$ cat src/hdl/gncm_pkg.sv
`default_nettype none
package gncm_pkg;

	localparam int CORPUS_SLOTS_DEF = 256;
	localparam int COUNTER_BITS_DEF = 14;
	localparam int CORDIC_STEPS = 16;
	localparam int XW = 30;
	localparam int ZW = 28;
	localparam logic signed [XW-1:0] CORDIC_K_Q24 = 30'sd10188014;
	localparam logic signed [22:0] LOG2_TEN_Q24 = 23'sd2786635;
	localparam logic signed [XW-1:0] HALF_TURN_Q16 = 30'sd11796480;

	typedef enum logic [1:0] {
		REQ_LOAD = 2'd0,
		REQ_EVENT = 2'd1,
		REQ_TICK = 2'd2
	} req_kind_t;

	typedef enum logic [1:0] {
		CFG_LEVEL_THRESHOLD = 2'd0,
		CFG_MIN_INTERVAL = 2'd1,
		CFG_SMOOTHING = 2'd2,
		CFG_CORPUS_SIZE = 2'd3
	} cfg_reg_t;

	typedef enum logic {
		CORDIC_ROTATE = 1'b0,
		CORDIC_VECTOR = 1'b1
	} cordic_mode_t;

	typedef enum logic [2:0] {
		ST_IDLE,
		ST_SCAN,
		ST_ROTATE,
		ST_SMOOTH_X,
		ST_SMOOTH_Y,
		ST_VEC_GO,
		ST_VECTOR,
		ST_OUTPUT
	} state_t;

	typedef struct packed {
		logic busy;
		logic found;
		logic [7:0] slot;
		logic [18:0] centroid;
	} scan_res_t;

	typedef struct packed {
		logic done;
		logic signed [17:0] ux;
		logic signed [17:0] uy;
		logic signed [14:0] angle;
	} cordic_res_t;

	typedef logic [15:0][30:0] root_tab_t;

	function automatic logic [ZW-1:0] atan_q16(input logic [3:0] i);
		case (i)
			4'd0: return 28'd2949120;
			4'd1: return 28'd1740967;
			4'd2: return 28'd919879;
			4'd3: return 28'd466945;
			4'd4: return 28'd234379;
			4'd5: return 28'd117304;
			4'd6: return 28'd58666;
			4'd7: return 28'd29335;
			4'd8: return 28'd14668;
			4'd9: return 28'd7334;
			4'd10: return 28'd3667;
			4'd11: return 28'd1833;
			4'd12: return 28'd917;
			4'd13: return 28'd458;
			4'd14: return 28'd229;
			4'd15: return 28'd115;
			default: return 28'd0;
		endcase
	endfunction

	// elaboration only: integer square root
	function automatic logic [63:0] isqrt64(input logic [63:0] v);
		logic [63:0] r;
		logic [63:0] b;
		logic [63:0] rem;
		r = '0;
		b = 64'h4000_0000_0000_0000;
		rem = v;
		for (int i = 0; i < 32; i++) begin
			if (rem >= r + b) begin
				rem = rem - (r + b);
				r = (r >> 1) + b;
			end else begin
				r = r >> 1;
			end
			b = b >> 2;
		end
		return r;
	endfunction

	// 2^(2^-k) in Q30, k = 1..16, entry k-1
	function automatic root_tab_t gain_roots();
		root_tab_t t;
		logic [63:0] r;
		r = 64'd1 << 30;
		for (int k = 0; k < 16; k++) begin
			if (k == 0) r = isqrt64(64'd1 << 61);
			else r = isqrt64(r << 30);
			t[k] = r[30:0];
		end
		return t;
	endfunction

	localparam root_tab_t GAIN_ROOT = gain_roots();

endpackage
`default_nettype wire

$ cat src/hdl/gncm_math.sv
`default_nettype none
module gncm_math (
	input wire logic clk,
	input wire logic arst_n,
	input wire logic start,
	input wire logic signed [15:0] level,
	input wire logic [15:0] strength,
	output logic busy,
	output logic [23:0] gain,
	output logic [15:0] rho
);
	import gncm_pkg::*;

	logic busy_q;
	logic [4:0] step_q;
	logic signed [38:0] e_q;
	logic [30:0] m_q;
	logic [31:0] rem_q, root_q, bit_q;
	logic [23:0] gain_q;
	logic [61:0] prod;
	logic [31:0] trial;
	logic signed [6:0] n_exp;
	logic signed [7:0] sh8;
	logic [5:0] sh;
	logic [39:0] rnd;
	logic [23:0] gain_fin;

	assign prod = 62'(m_q) * 62'(GAIN_ROOT[step_q[3:0]]);
	assign trial = root_q + bit_q;

	// 2^n * m, rounded, n = integer part of the base-2 exponent
	always_comb begin
		n_exp = e_q[38:32];
		sh8 = 8'sd14 - 8'(n_exp);
		sh = sh8[5:0];
		rnd = (40'(m_q) + (40'd1 << (sh - 6'd1))) >> sh;
		if (n_exp >= 7'sd8) gain_fin = 24'hFF_FFFF;
		else if (rnd > 40'hFF_FFFF) gain_fin = 24'hFF_FFFF;
		else gain_fin = rnd[23:0];
	end

	always_ff @(posedge clk or negedge arst_n) begin
		if (!arst_n) begin
			busy_q <= 1'b0;
			step_q <= '0;
		end else if (start) begin
			busy_q <= 1'b1;
			step_q <= '0;
		end else if (busy_q) begin
			step_q <= step_q + 1'b1;
			if (step_q == 5'd16) busy_q <= 1'b0;
		end
	end

	always_ff @(posedge clk) begin
		if (start) begin
			e_q <= 39'(level) * 39'(LOG2_TEN_Q24);
			m_q <= 31'(1) << 30;
			rem_q <= {strength, 16'h0000};
			root_q <= '0;
			bit_q <= 32'h4000_0000;
		end else if (busy_q) begin
			if (step_q[4]) begin
				gain_q <= gain_fin;
			end else begin
				if (e_q[6'd31 - 6'(step_q)]) m_q <= prod[60:30];
				if (rem_q >= trial) begin
					rem_q <= rem_q - trial;
					root_q <= (root_q >> 1) + bit_q;
				end else begin
					root_q <= root_q >> 1;
				end
				bit_q <= bit_q >> 2;
			end
		end
	end

	assign busy = busy_q;
	assign gain = gain_q;
	assign rho = root_q[15:0];
endmodule
`default_nettype wire

$ cat config.mk
export PLATFORM = sky130hd
export DESIGN_NAME = gncm_math
export DESIGN_NICKNAME = d
export VERILOG_FILES = /design/src/hdl/gncm_pkg.sv /design/src/hdl/gncm_math.sv
export SDC_FILE = /design/constraint.sdc
export NUM_CORES = 2
export LEC_CHECK = 0
export BUFFER_PORTS_ARGS = -buffer_cell sky130_fd_sc_hd__buf_2
export CORE_MARGIN = 3
export CORE_UTILIZATION = 52
export CTS_CLUSTER_DIAMETER = 100
export DETAILED_ROUTE_END_ITERATION = 7
export PLACE_DENSITY = 0.66
export SYNTH_ARGS = -nofsm -noshare
export SYNTH_HDL_FRONTEND = slang
export SYNTH_SLANG_ARGS = --single-unit
$ cat constraint.sdc
create_clock -name clk -period 13.8 [get_ports clk]
set_input_delay 0.69 -clock clk [delete_from_list [all_inputs] [get_ports clk]]
set_output_delay 0.69 -clock clk [all_outputs]
set_load 0.02 [all_outputs]
==> summary.txt <==
Timing
  • Max Slew Vio Count: 0
  • Final Hold Viols: 0
  • Clock skew: 21.1 ps
  • Endpoints failing setup: 0
  • Crit path time final: approximately 11000 ps
  • Final period util: 0.833
  • Unrepaired setup endpoints after global routing: no
  • Setup Total Neg Slack: 0 ps
  • Slew @ Worst Pin: around 1300 ps
  • Highest Clock Rate: ~87 MHz
  • Slew headroom: 0.104

Finish
  • Commonest non-fill, non-tap cells in the layout: inv_1 (1016), fa_1 (893), nand2_1 (651)
  • Layout cells sized above 1: 0.0527
  • Final core utilization: 0.548
  • Fin nets: 6911
  • Most common cell after layout, fill and taps aside: inv_1
  • Area Growth Syn to Fin: 4.21%

CTS
  • Post-CTS setup buffer count: 0
  • H-tree depth: 4
  • Clk_lat worst skew: 500 ps
  • Total CTS buffers: 17
  • CTS tree: yes
  • CTS clk-pin slew, worst paths: roughly 80 ps
  • Clock buffer depth: 2
  • Hold_buf cts: 1
  • Post-CTS sizing: 0
  • Clk sinks: around 160
  • Root Driver: clkbuf_16

Placement
  • Count of buffers from port buffering: 75
  • Gp weighted congestion: around 0.93
  • Final HPWL DP: ~99000 um

Yosys
  • YS warnings: 0
  • Ys async rst share: 0.0366
  • Yosys cell types: between 90 and 100
  • Syn avg cell area: 8.85 um^2
  • Most used DFF post-synth: dfxtp_1
  • Synth Register Bits: around 160
  • Adder-cell share of the synthesized area: 0.504
  • Synth Area in Compound Gates: 0.102
  • Post-synth EDFFs: 63
  • Simple-gate portion of the synthesized area: 0.161
  • Sequential-to-total area share from yosys stat: 0.0801
  • Post-Syn Area: about 50000 um^2
  • Largest family of logic cells by synthesized area: adder cells
  • Post-Synth XOR/XNOR Area: 0.0295
  • Mux cell area share after synthesis: 0.0206
  • Mapped Cells: about 5600
  • Syn nets: ~7000

Global routing
  • First-pass GRT wire length: between 200000 and 250000 um
  • Total GRT Usage: 0.278
  • Global route overflow: 0
  • Antenna violations before repair: 2
  • Number of global-route vias before repair: between 30000 and 40000
  • Pin count of the biggest net entering global routing: 69

Critical path
  • CP arrival: ~12000 ps
  • CP max-delay cell: a21o_1
  • Worst Path Max Fanout: 32
  • CP Launch Type: flop
  • Worst r2r path cells: 33
  • CP most frequent cell: fa_1
  • Crit end category: flop
  • Worst path max stage delay: about 1000 ps
  • Critical path data required time: between 10000 and 15000 ps
  • Kind of critical path: reg2reg

Route
  • Final WL: between 100000 and 150000 um
  • DR iter-0 viols: around 2700
  • Via density: approximately 5.6
  • Routed Antenna Nets: 0
  • Drt pass-1 iters: 6
  • DRC: 0
  • Vias: about 38000
  • WL/cell: ~20 um

Status
  • Status: finished, final reports clean

Hold path
  • Worst Hold Depth: 3
  • Hold Crit Class: in2reg

Die
  • Die area: between 90000 and 100000 um^2
  • Core area: about 94000 um^2
  • Die W: approximately 310 um
  • Io pins: between 70 and 80
  • Die Span Y: approximately 310 um
  • Initial Util: 0.526
  • # rows: 112

Run
  • Max capacitance violation total: 0
## critical path, delay by kind of cell (launching register included)
family / cells / cell delay, ps
flops: 1 / 780
xor+xnor: 1 / 150
simple gates: 6 / 1100
compound gates: 9 / 3870
buf+inv: 7 / 960
fa+ha+maj: 10 / 4490
## through the flow
step / hold WS (ps) / cell area [um^2] / setup WS (ps) / instances
3_5_place_dp: 450 / 50700 / 2490 / 6663
5_1_grt: 449 / 51300 / 1850 / 6696
3_3_place_gp: 445 / 50700 / 2720 / 6663
4_1_cts: 417 / 51300 / 2460 / 6696
6_report: 459 / 51300 / 2310 / 6697
2_1_floorplan: 394 / 49200 / 4840 / 5561
## cells in the mapped netlist (all sizes together) (11+ instances only)
| library cell | n | area, um^2 |
|---|---|---|
| or3 | 12 | 75.1 |
| dfxtp | 95 | 1900 |
| a21oi | 225 | 1150 |
| nand2b | 28 | 175 |
| xor2 | 68 | 603 |
| o21ai | 123 | 619 |
| mux2 | 11 | 124 |
| buf | 36 | 225 |
| nand2 | 651 | 2440 |
| fa | 893 | 17900 |
| and3 | 46 | 288 |
| edfxtp | 63 | 1890 |
| o211ai | 40 | 320 |
| mux2i | 70 | 708 |
| a21o | 71 | 533 |
| a31o | 14 | 123 |
| a221oi | 15 | 155 |
| nand3 | 58 | 305 |
| xnor2 | 95 | 847 |
| nor2 | 224 | 841 |
| nor3 | 51 | 255 |
| o21bai | 23 | 173 |
| nand4 | 26 | 188 |
| o31a | 13 | 114 |
| o31ai | 20 | 150 |
| inv | 1018 | 3820 |
| and4 | 11 | 96.3 |
| a211oi | 25 | 198 |
| o21a | 22 | 165 |
| clkbuf | 270 | 1010 |
| a31oi | 49 | 313 |
| and2 | 466 | 2920 |
| nor2b | 27 | 169 |
| ha | 554 | 6930 |
## layer usage
metal | global-route usage | vias up | part of all wire
met1 | 0.378 | 18900 | 0.43
met4 | 0.0846 | 0 | 0.031
met3 | 0.0422 | 254 | 0.069
met2 | 0.462 | 1301 | 0.47
li1 | - | 17300 | -
met5 | 0 | - | 0
## state kept, by name (all words and copies together), names as in the netlist
name    cells
bit_q      16
step_q      5
busy        1
rem_q      32
m_q        31
gain       24
root_q     32
e_q        23
## logic make-up after synthesis
logic type               after synthesis
flip-flops                           164
AO/OA/AOI/OAI                        750
multiplexers                          89
buffers and inverters               1327
AND/OR/NAND/NOR                     1621
XOR/XNOR                             163
adder cells (fa/ha/maj)             1447
## cell type report
| class | count | area [um^2] |
|---|---|---|
| fillers | 8722 | 42300 |
| diodes | 1 | 2.50 |
| clock inverters | 14 | 145 |
| well taps | 1254 | 1570 |
| flip-flops and latches | 164 | 3940 |
| clock buffers | 18 | 450 |
| inverters | 1021 | 3830 |
| repair buffers | 155 | 981 |
| multi-input cells | 4070 | 40400 |
## path summary, 6_finish.rpt
| check | from | to | slack [ps] |
|---|---|---|---|
| worst min-delay path | strength[12] | rem_q[28]$_DFFE_PP_ | 460 |
| worst max register to register | step_q[1]$_DFFE_PN0P_ | m_q[30]$_SDFFE_PP1P_ | 2310 |
| min in group asynchronous | arst_n | step_q[0]$_DFFE_PN0P_ | 610 |
| worst max-delay path | step_q[1]$_DFFE_PN0P_ | m_q[30]$_SDFFE_PP1P_ | 2310 |
| worst min register to register | rem_q[15]$_SDFFE_PP0P_ | rem_q[15]$_SDFFE_PP0P_ | 460 |
| max in group asynchronous | arst_n | step_q[1]$_DFFE_PN0P_ | 13040 |
Power is left out: the tool's default activity adds up to more than one toggle a clock period on the data nets, which glitch-free logic cannot reach.
