$ cat config.mk
export PLATFORM = sky130hd
export DESIGN_NAME = gncm_cordic
export DESIGN_NICKNAME = d
export VERILOG_FILES = /design/src/hdl/gncm_pkg.sv /design/src/hdl/gncm_cordic.sv
export SDC_FILE = /design/constraint.sdc
export NUM_CORES = 1
export LEC_CHECK = 0
export ABC_CLOCK_PERIOD_IN_PS = 8750
export BUFFER_PORTS_ARGS = -buffer_cell sky130_fd_sc_hd__buf_2
export CAP_MARGIN = 20
export CORE_MARGIN = 10
export CORE_UTILIZATION = 45
export DETAILED_ROUTE_END_ITERATION = 12
export GPL_TIMING_DRIVEN = 0
export PLACE_DENSITY = 0.68
export SLEW_MARGIN = 0
export SYNTH_ARGS = -nofsm -noshare
export SYNTH_HDL_FRONTEND = slang
export SYNTH_SLANG_ARGS = --single-unit
$ cat constraint.sdc
create_clock -name clk -period 8.75 [get_ports clk]
set_clock_uncertainty 0.1 [all_clocks]
set_input_delay 1.3125 -clock clk [delete_from_list [all_inputs] [get_ports clk]]
set_output_delay 1.3125 -clock clk [all_outputs]
set_load 0.01 [all_outputs]
$ cat src/hdl/gncm_pkg.sv
`default_nettype none
package gncm_pkg;

	localparam int CORPUS_SLOTS_DEF = 256;
	localparam int COUNTER_BITS_DEF = 14;
	localparam int CORDIC_STEPS = 16;
	localparam int XW = 30;
	localparam int ZW = 28;
	localparam logic signed [XW-1:0] CORDIC_K_Q24 = 30'sd10188014;
	localparam logic signed [22:0] LOG2_TEN_Q24 = 23'sd2786635;
	localparam logic signed [XW-1:0] HALF_TURN_Q16 = 30'sd11796480;

	typedef enum logic [1:0] {
		REQ_LOAD = 2'd0,
		REQ_EVENT = 2'd1,
		REQ_TICK = 2'd2
	} req_kind_t;

	typedef enum logic [1:0] {
		CFG_LEVEL_THRESHOLD = 2'd0,
		CFG_MIN_INTERVAL = 2'd1,
		CFG_SMOOTHING = 2'd2,
		CFG_CORPUS_SIZE = 2'd3
	} cfg_reg_t;

	typedef enum logic {
		CORDIC_ROTATE = 1'b0,
		CORDIC_VECTOR = 1'b1
	} cordic_mode_t;

	typedef enum logic [2:0] {
		ST_IDLE,
		ST_SCAN,
		ST_ROTATE,
		ST_SMOOTH_X,
		ST_SMOOTH_Y,
		ST_VEC_GO,
		ST_VECTOR,
		ST_OUTPUT
	} state_t;

	typedef struct packed {
		logic busy;
		logic found;
		logic [7:0] slot;
		logic [18:0] centroid;
	} scan_res_t;

	typedef struct packed {
		logic done;
		logic signed [17:0] ux;
		logic signed [17:0] uy;
		logic signed [14:0] angle;
	} cordic_res_t;

	typedef logic [15:0][30:0] root_tab_t;

	function automatic logic [ZW-1:0] atan_q16(input logic [3:0] i);
		case (i)
			4'd0: return 28'd2949120;
			4'd1: return 28'd1740967;
			4'd2: return 28'd919879;
			4'd3: return 28'd466945;
			4'd4: return 28'd234379;
			4'd5: return 28'd117304;
			4'd6: return 28'd58666;
			4'd7: return 28'd29335;
			4'd8: return 28'd14668;
			4'd9: return 28'd7334;
			4'd10: return 28'd3667;
			4'd11: return 28'd1833;
			4'd12: return 28'd917;
			4'd13: return 28'd458;
			4'd14: return 28'd229;
			4'd15: return 28'd115;
			default: return 28'd0;
		endcase
	endfunction

	// elaboration only: integer square root
	function automatic logic [63:0] isqrt64(input logic [63:0] v);
		logic [63:0] r;
		logic [63:0] b;
		logic [63:0] rem;
		r = '0;
		b = 64'h4000_0000_0000_0000;
		rem = v;
		for (int i = 0; i < 32; i++) begin
			if (rem >= r + b) begin
				rem = rem - (r + b);
				r = (r >> 1) + b;
			end else begin
				r = r >> 1;
			end
			b = b >> 2;
		end
		return r;
	endfunction

	// 2^(2^-k) in Q30, k = 1..16, entry k-1
	function automatic root_tab_t gain_roots();
		root_tab_t t;
		logic [63:0] r;
		r = 64'd1 << 30;
		for (int k = 0; k < 16; k++) begin
			if (k == 0) r = isqrt64(64'd1 << 61);
			else r = isqrt64(r << 30);
			t[k] = r[30:0];
		end
		return t;
	endfunction

	localparam root_tab_t GAIN_ROOT = gain_roots();

endpackage
`default_nettype wire

$ cat src/hdl/gncm_cordic.sv
`default_nettype none
module gncm_cordic (
	input wire logic clk,
	input wire logic arst_n,
	input wire logic start,
	input wire gncm_pkg::cordic_mode_t mode,
	input wire logic signed [15:0] az,
	input wire logic signed [17:0] vx,
	input wire logic signed [17:0] vy,
	output gncm_pkg::cordic_res_t res
);
	import gncm_pkg::*;

	logic busy_q;
	logic done_q;
	logic [4:0] step_q;
	cordic_mode_t mode_q;
	logic flip_q;
	logic zero_q;
	logic signed [XW-1:0] x_q, y_q, base_q;
	logic signed [ZW-1:0] z_q;
	logic signed [16:0] a0, a1;
	logic a_flip;
	logic signed [XW-1:0] px, py, pbase;
	logic signed [XW-1:0] dx, dy;
	logic [ZW-1:0] at;
	logic dir_pos;
	logic hold;
	logic signed [XW-1:0] rx, ry, rsum;

	// rotate: wrap to +-180 deg, fold into +-90 deg
	always_comb begin
		a0 = 17'(az);
		if (a0 > 17'sd11520) a0 = a0 - 17'sd23040;
		else if (a0 < -17'sd11520) a0 = a0 + 17'sd23040;
		a1 = a0;
		a_flip = 1'b0;
		if (a0 > 17'sd5760) begin
			a1 = a0 - 17'sd11520;
			a_flip = 1'b1;
		end else if (a0 < -17'sd5760) begin
			a1 = a0 + 17'sd11520;
			a_flip = 1'b1;
		end
		px = XW'(vx);
		py = XW'(vy);
		pbase = '0;
		if (vx < 0) begin
			pbase = (vy >= 0) ? HALF_TURN_Q16 : -HALF_TURN_Q16;
			px = -px;
			py = -py;
		end
	end

	assign dx = x_q >>> step_q[3:0];
	assign dy = y_q >>> step_q[3:0];
	assign at = atan_q16(step_q[3:0]);
	assign dir_pos = (mode_q == CORDIC_ROTATE) ? (z_q >= 0) : (y_q > 0);
	assign hold = (mode_q == CORDIC_VECTOR) && (y_q == 0);

	always_ff @(posedge clk or negedge arst_n) begin
		if (!arst_n) begin
			busy_q <= 1'b0;
			done_q <= 1'b0;
			step_q <= '0;
		end else begin
			done_q <= 1'b0;
			if (start) begin
				busy_q <= 1'b1;
				step_q <= '0;
			end else if (busy_q) begin
				step_q <= step_q + 1'b1;
				if (step_q == 5'(CORDIC_STEPS - 1)) begin
					busy_q <= 1'b0;
					done_q <= 1'b1;
				end
			end
		end
	end

	always_ff @(posedge clk) begin
		if (start) begin
			mode_q <= mode;
			flip_q <= a_flip;
			zero_q <= (vx == 0) && (vy == 0);
			base_q <= pbase;
			if (mode == CORDIC_ROTATE) begin
				x_q <= CORDIC_K_Q24;
				y_q <= '0;
				z_q <= ZW'(a1) <<< 10;
			end else begin
				x_q <= px <<< 8;
				y_q <= py <<< 8;
				z_q <= '0;
			end
		end else if (busy_q && !hold) begin
			if (dir_pos == (mode_q == CORDIC_ROTATE)) begin
				x_q <= x_q - dy;
				y_q <= y_q + dx;
			end else begin
				x_q <= x_q + dy;
				y_q <= y_q - dx;
			end
			z_q <= dir_pos ? z_q - at : z_q + at;
			if (mode_q == CORDIC_VECTOR) z_q <= dir_pos ? z_q + at : z_q - at;
		end
	end

	always_comb begin
		rx = (x_q + XW'(128)) >>> 8;
		ry = (y_q + XW'(128)) >>> 8;
		if (flip_q) begin
			rx = -rx;
			ry = -ry;
		end
		if (rx > XW'(65536)) rx = XW'(65536);
		if (rx < -XW'(65536)) rx = -XW'(65536);
		if (ry > XW'(65536)) ry = XW'(65536);
		if (ry < -XW'(65536)) ry = -XW'(65536);
		rsum = (base_q + XW'(z_q) + XW'(512)) >>> 10;
		if (rsum > XW'(11520)) rsum = XW'(11520);
		if (rsum < -XW'(11520)) rsum = -XW'(11520);
		if (zero_q) rsum = '0;
	end

	assign res.done = done_q;
	assign res.ux = 18'(rx);
	assign res.uy = 18'(ry);
	assign res.angle = 15'(rsum);
endmodule
`default_nettype wire

==> results.ini <==
[status]
outcome = finished, final reports clean

[sta]
slew-limit-headroom_pct = 29.6
setup_tns_ps = 0
min_period_over_period_pct = 93.8
rsz0062_at_grt = false
tightestPinTransition_ps = 1050
slew_viol_final = 0
finalCriticalPeriod_ps = 8210
finalHoldViolCount = 0
setup_viol = 0
timing.fmax_ghz = 0.122

[finish]
fin_cells = 3060
area_growth_pct = 7.96
final_nets = 2720
multi_input_area_um2 = 14800
regArea_um2 = 3000
final_cell_mix = nand2_1 (233), nor2_1 (211), xnor2_1 (153), o21ai_0 (149), a21oi_1 (141)
fin_area_um2 = 20400
final_common_cell = nand2_1
fillerInstances = 4040
antenna_cells = 0
drive_gt1_share_pct = 10.6

[power]
ir_drop_mv = 0.272
p_comb_share_pct = 81.0
p_clk_share_pct = 4.9
power_mw = 8.78
power-per-cell-area_nw_per_um2 = 431
p_int_mw = 3.99
p_switching_mw = 4.79
seq_power_share_pct = 14.2
p_leak_nw = 8.04
swShare_pct = 54.6

[clock_tree]
cts_buffers = 9
clk_latency_ps = 400
path_clk_slew_ps = 80
clockBufferDepth = 2
cts_tree = built
post_cts_buffers = 0
cts_resized = 0
cts-root-buf = clkbuf_16
clock-sinks = 101
ctsHtreeMaxLevel = 3
cts-hold-fix-buffers = 0

[yosys]
async_flop_share_pct = 6.93
avgSynthCellArea_um2 = 7.85
synth-compound-area-share_pct = 23.7
synthXorXnorAreaFrac_pct = 12.5
synthMuxAreaShare_pct = 10.8
synth_ff_type = edfxtp_1
synth_fp_nets = 2604
syn-cell-area_um2 = 18900
synth_cell_types = 99
synth_top_family_by_area = compound AO/OA/AOI/OAI gates
synthAdderAreaFrac_pct = 9.50
synth_seq_area_share_pct = 15.9
yosys.area_share.simple_pct = 22.0
synth.ff_latch_count = 101
synth_edf_count = 94
syn_inst = 2407
ys_warn_count = 0

[critical_path]
crit_type = register to register
worstPathArrival_ps = 8240
worst_r2r_path_depth = 20
cp_max_fo = 10
crit_path_end_kind = register
crit_required_ps = 8780
startpoint_type = register

[global_routing]
overflow = 0
grt_pass1_wl_um = 107000
grt_start_max_net_pins = 64
antenna_found_initial = 0
grt_pass1_vias = 18600
track_usage_pct = 26.4

[die]
coreArea_um2 = 41200
fp.dieW_um = 225
rows = 74
dieArea_um2 = 50600
initial_core_util_pct = 45.8
io_pins = 108
dieHeight_um = 225

[route]
wl_met2_um = 31600
drt-met1-wl_um = 29200
highest-signal-layer = met4
first_iter_violations = 1904
dr.pass1.iters = 6
ant_nets = 0
vias_per_cell = 6.44
wl_per_cell_um = 22.4
via_count = 19700
routed_wl_um = 68700
route.detailed.drc = 0
wl_met3_um = 5420

[placement]
portBuffers = 104
placedCellCount = 3044
place.gp.congestion = 0.998
placed_area_um2 = 20100
hpwl_um = 54800

[min_path]
hold_class = register to register
holdPathStages = 2

[job]
maxCapViolations = 0

path summary, 6_finish.rpt:
kind	from	end	slack [ps]
max	y_q[29]	x_q[28]	540
min in group asynchronous	arst_n	step_q[4]	650
max reg2reg	y_q[29]	x_q[28]	540
min	step_q[4]	step_q[4]	490
min reg2reg	step_q[4]	step_q[4]	490
max in group asynchronous	arst_n	step_q[0]	7730
stage by stage:
stage | utilization (%) | setup WS [ps] | hold slack (ps)
2_1_floorplan | - | 3180 | 442
3_3_place_gp | 48.7 | 964 | 456
3_5_place_dp | 48.8 | 829 | 481
4_1_cts | 49.5 | 792 | 489
5_1_grt | 49.5 | 310 | 560
6_report | 49.5 | 539 | 493
flip-flops by register name (all words and copies together) (netlist names), 3 cells and up:
name	cells
base_q	3
step_q	5
x_q	30
y_q	30
z_q	28
worst max-delay path: stages (launching register included):
cell and delay [ps]:
edfxtp_1 410, clkbuf_1 660, nor4_1 160, nand4_1 140
nor2_1 160, o22ai_1 550, clkbuf_1 810, clkbuf_1 730
buf_1 630, a21oi_1 250, fa_1 480, a21o_1 200
a21oi_1 210, nand2b_1 190, o21ba_2 180, o31ai_1 150
a311oi_1 920, o311ai_0 400, o31a_1 370, nand4b_1 130
o211ai_1 110
power by group through the flow:
stage,combinational (mW),sequential [mW],clock [mW]
global placement,6.78,1.23,0
detailed placement,6.91,1.24,0
global route,7.80,1.25,0.442
finish,7.11,1.24,0.426
CTS,6.97,1.23,0.428
floorplan,5.44,1.04,0
cells in the mapped netlist (40+ instances only):
library cell / n / share of area, %
xor2_1: 117 / 5.4
ha_1: 137 / 9.1
edfxtp_1: 94 / 15
xnor2_1: 153 / 7.1
o21ai_0: 149 / 3.9
nand2_1: 234 / 4.7
clkbuf_1: 98 / 1.9
a21o_1: 40 / 1.6
mux4_2: 55 / 6.6
inv_1: 93 / 1.8
nor3_1: 83 / 2.2
nand3_1: 52 / 1.4
mux2i_1: 41 / 2.2
a21oi_1: 141 / 3.7
nand2b_1: 41 / 1.4
nor2_1: 211 / 4.2
layer usage:
layer / GRT usage [%] / vias to the layer above
met2: 43.1 / 887
met1: 34.6 / 9468
met3: 4.19 / 153
li1: - / 9211
met4: 9.50 / 0
met5: 0 / -
final cells by class:
type	instances	share of cell area, %
Buffer	154	3.39
Clock buffer	9	1.10
Clock inverter	7	0.282
Inverter	96	1.77
Multi-Input combinational cell	2056	72.8
Sequential cell	101	14.7
Tap cell	532	3.26
Timing Repair Buffer	105	2.69
cell families (layout without fill, tap and decap cells):
logic type	Yosys count	after routing
simple gates	846	846
compound gates	674	674
xor+xnor	270	270
buf+inv	250	371
fa+ha+maj	141	141
mux	125	125
flops	101	101
(Power assumes the default switching activity.)
